**src/rtl/qvr_round_sat.sv**
```systemverilog
// Round-to-nearest (ties up), arithmetic shift by FRAC_BITS and signed
// saturation to OUT_W bits. Purely combinational. No package dependency.
module qvr_round_sat #(
   parameter int IN_W      = 34,
   parameter int OUT_W     = 16,
   parameter int FRAC_BITS = 14
) (
   input  logic signed [IN_W-1:0]  sum,
   output logic signed [OUT_W-1:0] result,
   output logic                    clip
);

   localparam int RW = IN_W + 1 - FRAC_BITS;
   localparam logic signed [IN_W:0] HALF = (IN_W + 1)'(1) << (FRAC_BITS - 1);
   localparam logic signed [OUT_W-1:0] MAX_VAL = {1'b0, {(OUT_W-1){1'b1}}};
   localparam logic signed [OUT_W-1:0] MIN_VAL = {1'b1, {(OUT_W-1){1'b0}}};

   logic signed [IN_W:0]   biased;
   logic signed [RW-1:0]   rnd;
   logic [RW-OUT_W:0]      top_bits;
   logic                   fits;

   always_comb begin
      biased   = (IN_W + 1)'(sum) + HALF;
      rnd      = biased[IN_W:FRAC_BITS];
      top_bits = rnd[RW-1:OUT_W-1];
      fits     = (&top_bits) | ~(|top_bits);
      if (fits) begin
         result = rnd[OUT_W-1:0];
      end else if (rnd[RW-1]) begin
         result = MIN_VAL;
      end else begin
         result = MAX_VAL;
      end
      clip = ~fits;
   end

endmodule

```
**config.mk**
```make
export PLATFORM = sky130hd
export DESIGN_NAME = qvr_round_sat
export DESIGN_NICKNAME = d
export VERILOG_FILES = /design/src/rtl/qvr_round_sat.sv
export SDC_FILE = /design/constraint.sdc
export NUM_CORES = 1
export LEC_CHECK = 0
export BUFFER_PORTS_ARGS = -buffer_cell sky130_fd_sc_hd__buf_2
export CELL_PAD_IN_SITES_DETAIL_PLACEMENT = 1
export CELL_PAD_IN_SITES_GLOBAL_PLACEMENT = 2
export CORE_AREA = 2 2 59 61
export DETAILED_ROUTE_END_ITERATION = 10
export DIE_AREA = 0 0 61 63
export GPL_ROUTABILITY_DRIVEN = 0
export PLACE_DENSITY_LB_ADDON = 0.1
export RECOVER_POWER = 50
export SYNTH_ARGS = -nofsm -noshare
export SYNTH_HDL_FRONTEND = slang
export SYNTH_SLANG_ARGS = --single-unit
```
**constraint.sdc**
```tcl
create_clock -name vclk -period 2.35
set_input_delay 0.235 -clock vclk [all_inputs]
set_output_delay 0.235 -clock vclk [all_outputs]
set_load 0.05 [all_outputs]
```
After elaboration in Yosys (flattened, before gate mapping)
Index checks and enable logic that the tools add are counted.
Widths: inputs -> output; s select.
- register bits: 0
- logic and storage cells: 8
- $add $sub $neg: 1
- muxes and demuxes: 2
- bitwise operators: 3
- reductions and logical operators: 2
- operators with widths (operator ; count):
    $add 34x15->35 const B ; 1
    $mux 16 ; 2
    $reduce_and 6->1 ; 1
    $reduce_or 6->1 ; 1
    $not 1->1 ; 2
    $or 1x1->1 ; 1

Logic depth before layout (Yosys ltp)
- depth in word-level cells: 5
- depth in mapped cells: 7
- gate-level depth less buffers: 6

Least setup slack after synthesis
No wires, ideal clock.
- path kind: in2out
- from: in sum[13]
- to: out result[10]
- arrival time: 2.625 ns
- setup slack: -0.510 ns
- stages: 7
- path buffers: 1
- path through: ha_1 > nand4_2 > or4_1 > o221a_4 > a21oi_4 > buf_12 > mux2i_1
- cells in the longest elaborated chain, start to end: 5
- elaborated cells between the ends (all ways): 7
- those cells by class: add/sub (1); mux (2); bitwise (2); reduce/logical (2)
- ends and longest elaborated chain (element ; line ; RTL):
    start: declaration ; 8 ; input logic signed [IN_W-1:0] sum,
    $add 34x15->35 (*) ; 24 ; biased = (IN_W + 1)'(sum) + HALF;
    $reduce_or 6->1 ; 27 ; fits = (&top_bits) | ~(|top_bits);
    $not 1->1 ; 27 ;
    $or 1x1->1 ; 27 ;
    $mux 16 (*) ; 28 ; if (fits) begin
    end: declaration ; 9 ; output logic signed [OUT_W-1:0] result,
Mark *: on every way between the ends. The rest lies on a longest branch, timed or not.

Worst setup path after layout
- from: in sum[19]
- to: out result[5]
The elaborated chain is that of the path after synthesis.

==> flow_summary_export.csv <==
group,metric,value,unit
layout,seq_cells,0,
timing,setup-violations-final,5,
layout,clockBufferCount,0,
worst_setup_path,critical_path.max_stage_delay,0.60,ns
worst_setup_path,crit_type,"in2out",
global_route,grt_pass1_vias,891,
layout,fin_nets,191,
synth,yosysMostFrequentCell,"mux2i_1",
synth,netlist_top_cells_area,"mux2i_1 (21%), xnor2_1 (8.0%), xor2_1 (8.0%)",
synth,yosys-top-cells-count,"mux2i_1 (14), nand2_1 (9), nor2_1 (9)",
timing,fin_crit,2.357,ns
worst_setup_path,end_kind,"output pin",
worst_setup_path,crit_arrival,2.12,ns
synth,synth_nets,118,
synth,ys_seq_area_share,0,%
worst_setup_path,cp_data_required_time,2.12,ns
synth,synthDistinctLibCells,30,
synth,synthesis.area,653.1,um2
global_route,overflow,0,
layout,layout.cells.non_filler,200,
timing,rsz0062_at_grt,"true",
routing,wl,2576,um
timing,worstMarginPinSlew,0.5259,ns
routing,dr.pass1.iters,3,
pwr,power_density,193.5,mW/mm2
worst_setup_path,path_common_cell,"buf_6",
timing,fin_ws,-0.007456,ns
synth,synthAdderAreaFrac,1.916,%
hold_path,holdCritPathClass,"in2out",
timing,finalHoldViolCount,0,
global_route,grt_pass1_wl,4043,um
run,maxCapViolCount,0,
place,port_buffers,38,
layout,syn_to_final_growth,133.7,%
synth,synthSimpleGateAreaFrac,34.67,%
die,die_x,61,um
layout,drive_gt1_share,68.18,%
place,dp.cells,197,
worst_setup_path,cpMaxStageDelayCell,"or4_4",
pwr,p_leak,0.5836,nW
hold_path,min_from,"sum[30]",
synth,yosys.area.top_type,"mux2i_1",
die,core_area,0.003232,mm2
timing,finalMaxSlewViolations,0,
timing,fmax,424.2,MHz
routing,routed_via_density,4.510,
global_route,grt_max_degree,15,
synth,synthMuxAreaShare,21.46,%
global_route,antenna_found_initial,0,
synth,synth_area_per_cell,7.869,um2
synth,synth-xor-area-share,16.09,%
global_route,track_usage,13.23,%
worst_setup_path,crit_chain,"buf_6 > nand4_4 > or4_4 > o221a_4 > a21oi_4 > clkbuf_16 > mux2i_4 > buf_6",
die,die_area,0.003843,mm2
run_status,violations,"negative setup slack",
hold_path,hold_end,"clip",
layout,seq_area,0,um2
timing,relSlewSlack,64.62,%
die,die_h,63,um
routing,vias,902,
pwr,ir_drop,84.35,uV
routing,ant_nets,0,
synth,synth.top_cell.area_share,21.46,%
timing,whs,0.9117,ns
run_status,status,"finished, violations left",
routing,route.detailed.drc,0,
die,rows,21,
layout,n_antenna_cell,0,
clock_tree,cts_hold_buf,0,
hold_path,min_delay_path_depth,4,
synth,synth_top_family_by_area,"simple AND/OR/NAND/NOR gates",
routing,drtIter0Drc,11,
place,dpl.hpwl,2122,um
routing,wl_per_cell,12.88,um
synth,synth_warnings,0,
timing,period_share,100.3,%
synth,syn_inst,83,
synth,synth_compound_area_share,19.92,%
die,initial_core_util,20.21,%
worst_setup_path,startpoint_type,"input pin",
worst_setup_path,critical_path.max_fanout,5,
die,io_pins,51,
-- what timing repair did --
item,4_1_cts,5_1_grt
buffers inserted,0,2
setup endpoints to repair,15,15
pin swaps,1,7
resized for setup,33,14
gates cloned,0,1
-- through the flow --
stage	worst slack (ns)	cell area (um2)	setup TNS [ns]	util [%]	total power, mW
detailed placement	-0.1010	1336	-1.344	41.35	0.2579
floorplan	-0.08445	843.3	-1.032	-	0.1575
finish	-0.007456	1526	-0.02349	47.23	0.2954
global placement	-0.08812	1336	-1.169	41.35	0.2544
global route	-0.08694	1526	-0.8671	47.23	0.3135
CTS	-0.01358	1441	-0.01358	44.60	0.2849
-- power breakdown --
part           switching (mW)  total (mW)  internal (mW)
logic                   0.161       0.295          0.135
clock network               0           0              0
registers                   0           0              0
-- routing by layer --
metal	part of all wire (%)	wire length, um	global-route usage, %
met1	43	1103	16.73
met2	55	1413	25.67
met3	2.3	60	0
met4	0	0	0
met5	0	0	0
-- logic make-up (layout without fill, tap and decap cells) --
logic type / Yosys count / in the layout
AO/OA/AOI/OAI: 11 / 11
XOR/XNOR: 12 / 12
adder cells (fa/ha/maj): 1 / 1
buffers and inverters: 6 / 77
multiplexers: 14 / 14
AND/OR/NAND/NOR: 39 / 39
-- layout make-up --
type / count / area, um2
tap: 46 / 57.56
multi-input combinational: 77 / 822.0
fill: 391 / 1705
inverter: 4 / 15.01
timing repair buffer: 73 / 631.9
-- worst max-delay path: cells and delay by family --
kind | cells | cell delay (ns)
AND/OR/NAND/NOR | 2 | 0.70
AO/OA/AOI/OAI | 2 | 0.48
multiplexers | 1 | 0.23
buffers and inverters | 3 | 0.48
-- cells in the final DEF, fill, tap and decap left out, types with 4 or more instances in the layout --
cell,netlist,routed
nand2_1,9,8
mux2i_4,0,11
xnor2_1,6,6
buf_6,0,19
nand3_1,5,5
buf_4,0,35
buf_2,0,15
xor2_1,6,6
nor2_1,9,9
inv_1,4,4
-- worst max path at each step --
stage	startpoint	to	slack, ns	depth (start not counted)
after global routing	sum[19]	result[8]	-0.09	8
after CTS	sum[13]	result[0]	-0.01	9
after global placement	sum[18]	result[5]	-0.09	8
after detailed placement	sum[18]	result[5]	-0.10	8
final	sum[19]	result[5]	-0.007	8
after floorplan	sum[18]	result[10]	-0.08	6
(Power assumes the default switching activity.)
